--- config.mk ---
export PLATFORM = sky130hd
export DESIGN_NAME = sorted_key_set_flat
export DESIGN_NICKNAME = d
export VERILOG_FILES = /design/src/design/sks_pkg.sv /design/src/design/sks_req_if.sv /design/src/design/sks_res_if.sv /design/src/design/sks_ctrl.sv /design/src/design/sks_datapath.sv /design/src/design/sorted_key_set.sv /design/src/flat_wrapper.sv
export SDC_FILE = /design/constraint.sdc
export NUM_CORES = 2
export LEC_CHECK = 0
export ABC_AREA = 0
export BUFFER_PORTS_ARGS = -buffer_cell sky130_fd_sc_hd__buf_4
export CAP_MARGIN = 25
export CORE_ASPECT_RATIO = 0.75
export CORE_UTILIZATION = 45
export DETAILED_ROUTE_END_ITERATION = 10
export GPL_TIMING_DRIVEN = 0
export PLACE_DENSITY = 0.61
export SETUP_SLACK_MARGIN = 0.2
export SYNTH_ARGS = -nofsm -noshare
export SYNTH_HDL_FRONTEND = slang
export SYNTH_SLANG_ARGS = --single-unit
--- constraint.sdc ---
create_clock -name clk -period 10.3 [get_ports clk]
set_input_delay 0.515 -clock clk [delete_from_list [all_inputs] [get_ports clk]]
set_output_delay 0.515 -clock clk [all_outputs]
set_load 0.1 [all_outputs]
--- src/design/sks_pkg.sv ---
// ----------------------------------------------------------------------------
// sks_pkg
// Shared widths, codes and controller/datapath handshake types for the
// sorted key set.
// ----------------------------------------------------------------------------
package sks_pkg;

  localparam int CAPACITY_DEF = 16;
  localparam int MAX_RESULTS  = 16;

  localparam int KEY_W = 32;
  localparam int CMD_W = 3;
  localparam int ST_W  = 3;
  localparam int POS_W = 5;

  localparam logic [CMD_W-1:0] CMD_INSERT    = 3'd0;
  localparam logic [CMD_W-1:0] CMD_DELETE    = 3'd1;
  localparam logic [CMD_W-1:0] CMD_SEARCH    = 3'd2;
  localparam logic [CMD_W-1:0] CMD_LIST_ASC  = 3'd3;
  localparam logic [CMD_W-1:0] CMD_LIST_DESC = 3'd4;

  localparam logic [ST_W-1:0] ST_OK       = 3'd0;
  localparam logic [ST_W-1:0] ST_DUP      = 3'd1;
  localparam logic [ST_W-1:0] ST_NOTFOUND = 3'd2;
  localparam logic [ST_W-1:0] ST_EMPTY    = 3'd3;
  localparam logic [ST_W-1:0] ST_FULL     = 3'd4;

  typedef enum logic [1:0] {
    S_IDLE,
    S_EXEC,
    S_LIST
  } state_t;

  // controller to datapath
  typedef struct packed {
    logic capture;
    logic exec;
    logic list_start;
    logic list_emit;
  } dp_cmd_t;

  // datapath to controller
  typedef struct packed {
    logic cmd_known;
    logic is_list;
    logic empty;
    logic res_free;
    logic list_last;
  } dp_sts_t;

endpackage

--- src/design/sks_req_if.sv ---
// ----------------------------------------------------------------------------
// sks_req_if
// Request channel: command and key with valid/ready.
// ----------------------------------------------------------------------------
interface sks_req_if import sks_pkg::*; ();
  logic                    valid;
  logic                    ready;
  logic [CMD_W-1:0]        cmd;
  logic signed [KEY_W-1:0] key;

  modport source (output valid, cmd, key, input ready);
  modport sink   (input valid, cmd, key, output ready);
endinterface

--- src/design/sks_res_if.sv ---
// ----------------------------------------------------------------------------
// sks_res_if
// Result channel: status, key, listing position and last flag.
// ----------------------------------------------------------------------------
interface sks_res_if import sks_pkg::*; ();
  logic                    valid;
  logic                    ready;
  logic [ST_W-1:0]         status;
  logic signed [KEY_W-1:0] found_key;
  logic [POS_W-1:0]        position;
  logic                    last;

  modport source (output valid, status, found_key, position, last, input ready);
  modport sink   (input valid, status, found_key, position, last, output ready);
endinterface

--- src/design/sks_ctrl.sv ---
// ----------------------------------------------------------------------------
// sks_ctrl
// Sequencer: takes a request, runs one execute step, then walks a listing
// one result per cycle while the output register is free.
// ----------------------------------------------------------------------------
module sks_ctrl import sks_pkg::*; (
  input  logic    clk,
  input  logic    rst,
  input  logic    in_valid,
  output logic    in_ready,
  input  dp_sts_t sts,
  output dp_cmd_t ctl
);

  state_t state, state_next;

  always_ff @(posedge clk) begin
    if (rst) begin
      state <= S_IDLE;
    end else begin
      state <= state_next;
    end
  end

  always_comb begin
    state_next = state;
    in_ready   = 1'b0;
    ctl        = '0;
    unique case (state)
      S_IDLE: begin
        in_ready = 1'b1;
        // unknown codes are taken and dropped
        if (in_valid && sts.cmd_known) begin
          ctl.capture = 1'b1;
          state_next  = S_EXEC;
        end
      end
      S_EXEC: begin
        if (sts.is_list && !sts.empty) begin
          ctl.list_start = 1'b1;
          state_next     = S_LIST;
        end else if (sts.res_free) begin
          ctl.exec   = 1'b1;
          state_next = S_IDLE;
        end
      end
      S_LIST: begin
        if (sts.res_free) begin
          ctl.list_emit = 1'b1;
          if (sts.list_last) begin
            state_next = S_IDLE;
          end
        end
      end
      default: state_next = S_IDLE;
    endcase
  end

`ifndef ASSERT_OFF
  a_load_free: assert property (@(posedge clk) disable iff (rst)
    (ctl.exec || ctl.list_emit) |-> sts.res_free)
    else $error("result loaded while output register occupied");

  a_capture_exec: assert property (@(posedge clk) disable iff (rst)
    (in_valid && in_ready && sts.cmd_known) |=> (state == S_EXEC))
    else $error("captured request not followed by execute step");

  a_list_walk: assert property (@(posedge clk) disable iff (rst)
    ctl.list_start |=> (state == S_LIST))
    else $error("listing start did not enter listing walk");
`endif

endmodule

--- src/design/sks_datapath.sv ---
// ----------------------------------------------------------------------------
// sks_datapath
// Row of compare-and-shift key cells, entry count, listing walker and the
// output register.
// ----------------------------------------------------------------------------
module sks_datapath import sks_pkg::*; #(
  parameter int CAPACITY = CAPACITY_DEF
) (
  input  logic                    clk,
  input  logic                    rst,
  input  logic [CMD_W-1:0]        in_cmd,
  input  logic signed [KEY_W-1:0] in_key,
  input  dp_cmd_t                 ctl,
  output dp_sts_t                 sts,
  sks_res_if.source               rsp
);

  localparam int IDX_W = $clog2(CAPACITY);
  localparam int CNT_W = $clog2(CAPACITY + 1);
  localparam int REM_W = $clog2(MAX_RESULTS + 1);

  logic signed [KEY_W-1:0] cells      [CAPACITY];
  logic signed [KEY_W-1:0] cells_next [CAPACITY];
  logic [CNT_W-1:0]        count, count_next;

  logic [CMD_W-1:0]        op;
  logic signed [KEY_W-1:0] key_q;

  logic [CAPACITY-1:0]     lt, eq, prev_lt;
  logic                    found, empty, full;

  logic [ST_W-1:0]         res_status;
  logic signed [KEY_W-1:0] res_key;
  logic                    do_ins, do_del;

  logic [IDX_W-1:0]        list_idx;
  logic [REM_W-1:0]        rem;
  logic                    desc;

  logic                    out_valid;
  logic [ST_W-1:0]         out_status;
  logic signed [KEY_W-1:0] out_key;
  logic [POS_W-1:0]        out_pos;
  logic                    out_last;
  logic                    res_free;

  // per-cell compare against the held key, masked to stored entries
  always_comb begin
    for (int i = 0; i < CAPACITY; i++) begin
      lt[i] = (CNT_W'(i) < count) && (cells[i] < key_q);
      eq[i] = (CNT_W'(i) < count) && (cells[i] == key_q);
    end
  end

  assign prev_lt = {lt[CAPACITY-2:0], 1'b1};
  assign found   = |eq;
  assign empty   = (count == '0);
  assign full    = (count == CNT_W'(CAPACITY));

  always_comb begin
    res_status = ST_OK;
    res_key    = '0;
    do_ins     = 1'b0;
    do_del     = 1'b0;
    unique case (op) inside
      CMD_INSERT: begin
        if (found) begin
          res_status = ST_DUP;
        end else if (full) begin
          res_status = ST_FULL;
        end else begin
          do_ins = 1'b1;
        end
      end
      CMD_DELETE, CMD_SEARCH: begin
        if (empty) begin
          res_status = ST_EMPTY;
        end else if (!found) begin
          res_status = ST_NOTFOUND;
        end else begin
          res_key = key_q;
          do_del  = (op == CMD_DELETE);
        end
      end
      // a listing only reaches the execute step on an empty set
      default: res_status = ST_EMPTY;
    endcase
  end

  always_comb begin
    for (int i = 0; i < CAPACITY; i++) begin
      cells_next[i] = cells[i];
      if (ctl.exec && do_ins && !lt[i] && prev_lt[i]) begin
        cells_next[i] = key_q;
      end
    end
    // open a gap above the insertion point
    for (int i = 1; i < CAPACITY; i++) begin
      if (ctl.exec && do_ins && !prev_lt[i]) begin
        cells_next[i] = cells[i-1];
      end
    end
    // close the gap from the matching cell upwards
    for (int i = 0; i < CAPACITY - 1; i++) begin
      if (ctl.exec && do_del && !lt[i]) begin
        cells_next[i] = cells[i+1];
      end
    end
  end

  always_comb begin
    count_next = count;
    if (ctl.exec && do_ins) begin
      count_next = count + 1'b1;
    end else if (ctl.exec && do_del) begin
      count_next = count - 1'b1;
    end
  end

  assign res_free = !out_valid || rsp.ready;

  always_ff @(posedge clk) begin
    if (rst) begin
      count     <= '0;
      out_valid <= 1'b0;
    end else begin
      count <= count_next;
      if (ctl.exec || ctl.list_emit) begin
        out_valid <= 1'b1;
      end else if (rsp.ready) begin
        out_valid <= 1'b0;
      end
    end
  end

  always_ff @(posedge clk) begin
    for (int i = 0; i < CAPACITY; i++) begin
      cells[i] <= cells_next[i];
    end
    if (ctl.capture) begin
      op    <= in_cmd;
      key_q <= in_key;
    end
    if (ctl.list_start) begin
      desc <= (op == CMD_LIST_DESC);
      list_idx <= (op == CMD_LIST_DESC) ? IDX_W'(count - 1'b1) : '0;
      if (32'(count) < 32'(MAX_RESULTS)) begin
        rem <= REM_W'(count);
      end else begin
        rem <= REM_W'(MAX_RESULTS);
      end
    end else if (ctl.list_emit) begin
      rem      <= rem - 1'b1;
      list_idx <= desc ? list_idx - 1'b1 : list_idx + 1'b1;
    end
    if (ctl.exec) begin
      out_status <= res_status;
      out_key    <= res_key;
      out_pos    <= '0;
      out_last   <= 1'b1;
    end else if (ctl.list_emit) begin
      out_status <= ST_OK;
      out_key    <= cells[list_idx];
      out_pos    <= POS_W'({1'b0, list_idx} + 1'b1);
      out_last   <= (rem == REM_W'(1));
    end
  end

  assign rsp.valid     = out_valid;
  assign rsp.status    = out_status;
  assign rsp.found_key = out_key;
  assign rsp.position  = out_pos;
  assign rsp.last      = out_last;

  assign sts.cmd_known = (in_cmd <= CMD_LIST_DESC);
  assign sts.is_list   = (op == CMD_LIST_ASC) || (op == CMD_LIST_DESC);
  assign sts.empty     = empty;
  assign sts.res_free  = res_free;
  assign sts.list_last = (rem == REM_W'(1));

`ifndef ASSERT_OFF
  a_ins_count: assert property (@(posedge clk) disable iff (rst)
    (ctl.exec && do_ins) |=> (count == $past(count) + 1'b1))
    else $error("insert did not grow the entry count");

  a_del_count: assert property (@(posedge clk) disable iff (rst)
    (ctl.exec && do_del) |=> (count == $past(count) - 1'b1))
    else $error("delete did not shrink the entry count");

  a_emit_nonempty: assert property (@(posedge clk) disable iff (rst)
    ctl.list_emit |-> !empty)
    else $error("listing entry emitted from an empty set");
`endif

endmodule

--- src/design/sorted_key_set.sv ---
// Insert, delete and search: the request is captured, then the compare-and-shift
// execute step registers the result. A listing: capture, a start step that loads
// the walker, then one result per cycle while the output register is free. A new
// request is taken only once idle; output stalls hold the execute step and walk.
// Reset clears the entry count, controller state and output valid; key cells are
// left undefined and are never read before they are written.
// ----------------------------------------------------------------------------
// sorted_key_set
// Bounded ascending set of distinct signed keys with insert, delete, search
// and ascending/descending listing.
// ----------------------------------------------------------------------------
module sorted_key_set import sks_pkg::*; #(
  parameter int CAPACITY = CAPACITY_DEF
) (
  input  logic      clk,
  input  logic      rst,
  sks_req_if.sink   req,
  sks_res_if.source rsp
);

  dp_cmd_t ctl;
  dp_sts_t sts;
  logic    in_ready;

  assign req.ready = in_ready;

  sks_ctrl u_ctrl (
    .clk      (clk),
    .rst      (rst),
    .in_valid (req.valid),
    .in_ready (in_ready),
    .sts      (sts),
    .ctl      (ctl)
  );

  sks_datapath #(
    .CAPACITY (CAPACITY)
  ) u_datapath (
    .clk    (clk),
    .rst    (rst),
    .in_cmd (req.cmd),
    .in_key (req.key),
    .ctl    (ctl),
    .sts    (sts),
    .rsp    (rsp)
  );

endmodule

--- src/flat_wrapper.sv ---
// flat-port wrapper written by rule: the top's interface ports become plain ports
module sorted_key_set_flat import sks_pkg::*;
#(
  parameter int CAPACITY = CAPACITY_DEF
)
  (clk, rst, req_valid, req_cmd, req_key, req_ready, rsp_valid, rsp_status, rsp_found_key, rsp_position, rsp_last, rsp_ready);
  sks_req_if req_i ();
  sks_res_if rsp_i ();
  input  logic clk;
  input  logic rst;
  input wire logic [$bits(req_i.valid)-1:0] req_valid;
  input wire logic [$bits(req_i.cmd)-1:0] req_cmd;
  input wire logic [$bits(req_i.key)-1:0] req_key;
  output wire logic [$bits(req_i.ready)-1:0] req_ready;
  output wire logic [$bits(rsp_i.valid)-1:0] rsp_valid;
  output wire logic [$bits(rsp_i.status)-1:0] rsp_status;
  output wire logic [$bits(rsp_i.found_key)-1:0] rsp_found_key;
  output wire logic [$bits(rsp_i.position)-1:0] rsp_position;
  output wire logic [$bits(rsp_i.last)-1:0] rsp_last;
  input wire logic [$bits(rsp_i.ready)-1:0] rsp_ready;
  assign req_i.valid = req_valid;
  assign req_i.cmd = req_cmd;
  assign req_i.key = req_key;
  assign req_ready = req_i.ready;
  assign rsp_valid = rsp_i.valid;
  assign rsp_status = rsp_i.status;
  assign rsp_found_key = rsp_i.found_key;
  assign rsp_position = rsp_i.position;
  assign rsp_last = rsp_i.last;
  assign rsp_i.ready = rsp_ready;
  sorted_key_set #(.CAPACITY(CAPACITY)) u_core (.clk(clk), .rst(rst), .req(req_i), .rsp(rsp_i));
endmodule
-- Yosys cells after proc, flatten, opt, wreduce, memory -nomap -nowiden
Memories as Yosys holds them, arrays and structs flattened. A register that Yosys moved wholly into a read port is not among the register bits.
Cells that the tools add are included.
- register bits after elaboration: 94
- RAM bits: 512
- input bits: 39
- output and inout bits: 43
- memories kept: 1
- memories (name ; words ; bits a word ; rd ports ; clocked after Yosys merged registers in ; wr ports ; RTL line ; text):
    u_core.u_datapath.cells ; 16 ; 32 ; 17 ; 1 ; 16 ; sks_datapath.sv:22 ; logic signed [KEY_W-1:0] cells [CAPACITY];
- $add $sub $neg: 6
- order comparisons: 34
- eq/ne operators: 28
- multiplexer cells: 90
- reductions and logical operators: 113
- operator list (operator ; count):
    32-bit 2-to-1 mux ; 51
    32-bit == test ; 16
    32-bit less-than comparator ; 16
    1-bit logical AND ; 82
    4-bit by 5-bit less-than comparator with 1-bit output, first input constant ; 8
    5-bit 2-to-1 mux ; 5
    3-bit by 5-bit less-than comparator with 1-bit output, first input constant ; 4
    4-bit 2-to-1 mux ; 5
    1-bit logical NOT ; 18
    2-bit 2-to-1 mux ; 8
    16-bit OR reduction ; 1
    1-bit 2-to-1 mux ; 15
    3-bit 2-to-1 mux ; 4
    1-bit by 5-bit less-than comparator with 1-bit output, first input constant ; 2
    2-bit by 5-bit less-than comparator with 1-bit output, first input constant ; 2
    5-bit by 1-bit subtractor with 5-bit output, second input constant ; 2
    2-bit nonzero test ; 4
    3-bit by 2-bit == test with 1-bit output, second input constant ; 2
    2-bit case mux with 3 select lines ; 1
    3-bit case mux with 2 select lines ; 1
    4-bit by 1-bit adder with 5-bit output, second input constant ; 1
    5-bit by 1-bit adder with 5-bit output, second input constant ; 1
    5-bit by 1-bit == test with 1-bit output, second input constant ; 1
    5-bit == test, second input constant ; 1
    other kinds (17) ; 20

-- Depth between registers and ports, before layout
An unclocked memory read counts as a cell.
- depth after elaboration: 12
- gate-level depth with buffers: 15

-- Cells and area by module
A second synthesis with hierarchy kept.
- cell total of the unflattened synthesis: 4710
- area total of the unflattened synthesis: 47200.3 um2
- by module, submodules not included (module ; times used ; cells an instance ; area each (um2)):
    sks_datapath ; 1 ; 4694 ; 47075.1
    sks_ctrl ; 1 ; 16 ; 125.1

-- Worst setup path before layout
OpenSTA, ideal clock, no wires.
- kind: register -> register
- start: register, netlist name u_core.u_datapath.key_q[21]
- end: memory u_core.u_datapath.cells[15][0] (enable)
- data arrival time: 4831 ps
- data required time: 9859 ps
- path slack: 5028 ps
- stages on the path, launching flop included: 12
- cell sequence: edfxtp_1 clkbuf_1 inv_1 ha_1 a21o_1 a21o_1 a211o_1 a22o_1 or3_1 mux2_2 clkbuf_1 a31oi_1
- RTL lines (item ; RTL line):
    end, declared ; sks_datapath.sv:22

==> load_flow_metrics.sql <==
INSERT INTO impl_metrics (metric_group, metric, value, unit) VALUES
('outcome', 'status', 'completed', ''),
('synth', 'synth_top_flop_cell', 'sky130_fd_sc_hd__edfxtp_1', ''),
('setup_path', 'critical_path.max_fanout', '16', ''),
('clocking', 'clk_path_buf_depth', '3', ''),
('setup_path', 'crit_top_cell', 'sky130_fd_sc_hd__buf_4', ''),
('clocking', 'cts_htree_levels', '3', ''),
('die', 'die_width', '374', 'um'),
('synth', 'synthesis.area', '46600', 'sq um'),
('place', 'dpl_worst_slack', '1.86', 'ns'),
('setup_path', 'critPathCaptureType', 'flip-flop', ''),
('routing', 'drt_first_iter_violations', '6254', ''),
('synth', 'netlist-cell-type-count', '82', ''),
('timing', 'final-hold-violation-count', '0', ''),
('global_routing', 'maximum_number_of_pins_on_one_net_before_global_route_repair', '33', ''),
('die', 'effective_utilization_at_floorplan', '0.457', ''),
('synth', 'yosysTopAreaCellShare', '0.381', ''),
('place', 'placedInstanceArea', '49600', 'sq um'),
('layout', 'multi_input_gate_area', '26700', 'sq um'),
('clocking', 'path_clk_slew', '0.06', 'ns'),
('layout', 'final_layout_size_suffix_gt1_frac', '0.134', ''),
('die', 'floorplan.die.height', '281', 'um'),
('setup_path', 'timing.critical_path.max_delay_family', 'buffers and inverters', ''),
('routing', 'routed_wl', '205000', 'um'),
('routing', 'post_drt_wl_per_cell', '33.1', 'um'),
('die', 'die-area', '105000', 'sq um'),
('routing', 'vias', '42900', ''),
('timing', 'final-setup-viol-count', '0', ''),
('synth', 'synth_area_leader_cell', 'sky130_fd_sc_hd__edfxtp_1', ''),
('synth', 'postSynthAreaPerCell', '10.2', 'sq um'),
('layout', 'final-seq-area', '18100', 'sq um'),
('clocking', 'worstSkewPairLatency', '0.68', 'ns'),
('die', 'fp.coreArea', '102000', 'sq um'),
('die', 'i_o_pin_count', '82', ''),
('pwr', 'power_leakage', '18.9', 'nW'),
('global_routing', 'first_global_vias', '40900', ''),
('synth', 'yosysSeqAreaShare', '0.389', ''),
('setup_path', 'kind_of_critical_path', 'reg2reg', ''),
('synth', 'synth_nets', '5140', ''),
('routing', 'ant_nets', '0', ''),
('setup_path', 'critical_path.n_buffers_inverters', '9', ''),
('setup_path', 'critical_path_arrival', '9.41', 'ns'),
('timing', 'timing.slew.headroom', '0.153', ''),
('pwr', 'vdd.ir_drop.worst', '0.126', 'mV'),
('place', 'hpwlAfterDp', '168000', 'um'),
('layout', 'layout.nets', '5370', ''),
('timing', 'unrepaired_setup_endpoints_after_global_routing', 'no', ''),
('pwr', 'cellPowerDensity', '119', 'nW/um^2'),
('setup_path', 'timing.critical_path.slowest_cell_delay', '1.00', 'ns'),
('timing', 'fmax', '111', 'MHz'),
('hold_path', 'hold_class', 'in2reg', ''),
('setup_path', 'worst-endpoint-required', '10.67', 'ns'),
('clocking', 'clock_sink_count', '610', ''),
('timing', 'setup_total_negative_slack', '0', 'ns'),
('synth', 'synth_area_leaders', 'sky130_fd_sc_hd__edfxtp_1 (38%), sky130_fd_sc_hd__ha_1 (14%), sky130_fd_sc_hd__mux4_2 (7.7%), sky130_fd_sc_hd__a21oi_1 (7.5%), sky130_fd_sc_hd__o21ai_0 (4.0%)', ''),
('clocking', 'cts_root_buf', 'sky130_fd_sc_hd__clkbuf_16', ''),
('routing', 'drt_pre_antenna_iters', '8', ''),
('clocking', 'post_cts_setup_buffer_count', '0', ''),
('timing', 'post-route-period-util', '0.878', ''),
('routing', 'avgViaCountPerCell', '6.91', ''),
('synth', 'netlist_instances', '4579', ''),
('timing', 'slew_viol_final', '0', ''),
('routing', 'remaining_drc_errors', '0', ''),
('layout', 'layout.filler_cells', '9468', ''),
('layout', 'area_growth_from_synthesis_to_final_layout', '12.1', '%'),
('layout', 'design_area', '52300', 'sq um'),
('synth', 'post_synth_most_frequent_cells', 'sky130_fd_sc_hd__a21oi_1 (702), sky130_fd_sc_hd__edfxtp_1 (592), sky130_fd_sc_hd__ha_1 (521)', ''),
('die', 'cell_row_count', '101', ''),
('timing', 'worst_slack', '1.26', 'ns'),
('place', 'placed_cells_incl_taps', '6040', ''),
('timing', 'finClkSkew', '0.0261', 'ns'),
('setup_path', 'critical_path.slowest_cell', 'sky130_fd_sc_hd__nor4b_1', '');
==> layer usage <==
metal / share of wire / vias to the layer above / track usage
met5: 0.00013 / - / 0
met1: 0.42 / 21200 / 0.530
met2: 0.41 / 2717 / 0.543
li1: - / 18600 / -
met4: 0.042 / 4 / 0.153
met3: 0.14 / 403 / 0.127
==> registers in the layout, indices dropped and copies added, names as in the netlist, named ones only <==
register                         count
u_core.u_datapath.rsp.last           1
u_core.u_datapath.list_idx           4
u_core.u_datapath.key_q             32
u_core.u_datapath.count              5
u_core.u_datapath.rem                5
u_core.u_ctrl.state                  2
u_core.u_datapath.cells            512
u_core.u_datapath.rsp.valid          1
u_core.u_datapath.rsp.found_key     32
u_core.u_datapath.op                 3
u_core.u_datapath.desc               1
u_core.u_datapath.rsp.status         3
u_core.u_datapath.rsp.position       5
==> power by group <==
| group | internal (mW) | switching (mW) | leakage [nW] |
|---|---|---|---|
| Clock | 1.51 | 1.15 | 1.14 |
| Sequential | 2.78 | 0.0878 | 5.52 |
| Combinational | 0.251 | 0.434 | 12.3 |
| Total | 4.54 | 1.67 | 18.9 |
==> placed cells by master (no fill, tap or decap), types with 39 or more instances in the layout <==
cell / count
sky130_fd_sc_hd__buf_2: 96
sky130_fd_sc_hd__ha_1: 521
sky130_fd_sc_hd__clkbuf_1: 255
sky130_fd_sc_hd__clkbuf_16: 75
sky130_fd_sc_hd__inv_1: 71
sky130_fd_sc_hd__a31oi_1: 264
sky130_fd_sc_hd__mux2_2: 105
sky130_fd_sc_hd__nand2_1: 206
sky130_fd_sc_hd__o21ai_0: 368
sky130_fd_sc_hd__buf_4: 103
sky130_fd_sc_hd__a21o_1: 49
sky130_fd_sc_hd__nand3_1: 59
sky130_fd_sc_hd__nor2_1: 256
sky130_fd_sc_hd__mux4_2: 160
sky130_fd_sc_hd__nand4_1: 117
sky130_fd_sc_hd__mux2i_1: 39
sky130_fd_sc_hd__edfxtp_1: 592
sky130_fd_sc_hd__a21oi_1: 701
sky130_fd_sc_hd__nor3_1: 246
==> cells by family (layout without fill, tap and decap cells) <==
logic type	after synthesis	count (layout)	share of synthesized area
buf+inv	440	726	0.0396
fa+ha+maj	522	522	0.140
mux	332	332	0.118
other cells	0	5	0
compound gates	1608	1608	0.199
simple gates	1056	1056	0.113
xor+xnor	11	11	0.00207
flops	610	610	0.389
==> worst paths after layout <==
check	cells past startpoint	slack, ns	to	startpoint
setup / recovery	17	1.26	u_core.u_datapath.cells[13][4]	u_core.u_datapath.key_q[25]
hold reg to reg	2	0.51	u_core.u_datapath.rsp.last	u_core.u_datapath.rsp.last
setup reg to reg	17	1.26	u_core.u_datapath.cells[13][4]	u_core.u_datapath.key_q[25]
hold / removal	1	0.03	u_core.u_datapath.key_q[4]	req_key[4]
==> worst register-to-register path: stages, from the launching register on <==
cell	delay [ns]
sky130_fd_sc_hd__edfxtp_1	0.78
sky130_fd_sc_hd__clkbuf_1	0.75
sky130_fd_sc_hd__inv_1	0.77
sky130_fd_sc_hd__ha_1	0.57
sky130_fd_sc_hd__nand4_1	0.24
sky130_fd_sc_hd__nor4b_1	1.00
sky130_fd_sc_hd__nand4b_1	0.70
sky130_fd_sc_hd__nand4_1	0.50
sky130_fd_sc_hd__or4_1	0.17
sky130_fd_sc_hd__buf_2	0.21
sky130_fd_sc_hd__buf_2	0.41
sky130_fd_sc_hd__nand4_1	0.50
sky130_fd_sc_hd__buf_4	0.37
sky130_fd_sc_hd__buf_4	0.27
sky130_fd_sc_hd__o211ai_1	0.72
sky130_fd_sc_hd__buf_4	0.32
sky130_fd_sc_hd__buf_4	0.22
sky130_fd_sc_hd__buf_4	0.22
==> timing repair <==
| action | CTS | global route |
|---|---|---|
| hold buffers | 30 | 0 |
| gates resized for setup | 0 | 0 |
| endpoints found under the hold margin | 30 | 0 |
==> area by class of cell <==
cell class                 count  area share
multi-input combinational   3529       0.511
antenna                        5    0.000239
sequential                   610       0.347
clock inverter                43     0.00728
inverter                      71     0.00510
buffer                       369      0.0303
timing repair buffer         156      0.0299
tap                         1339      0.0320
clock buffer                  87      0.0370
Note: power is estimated with default switching activity, not from simulation.
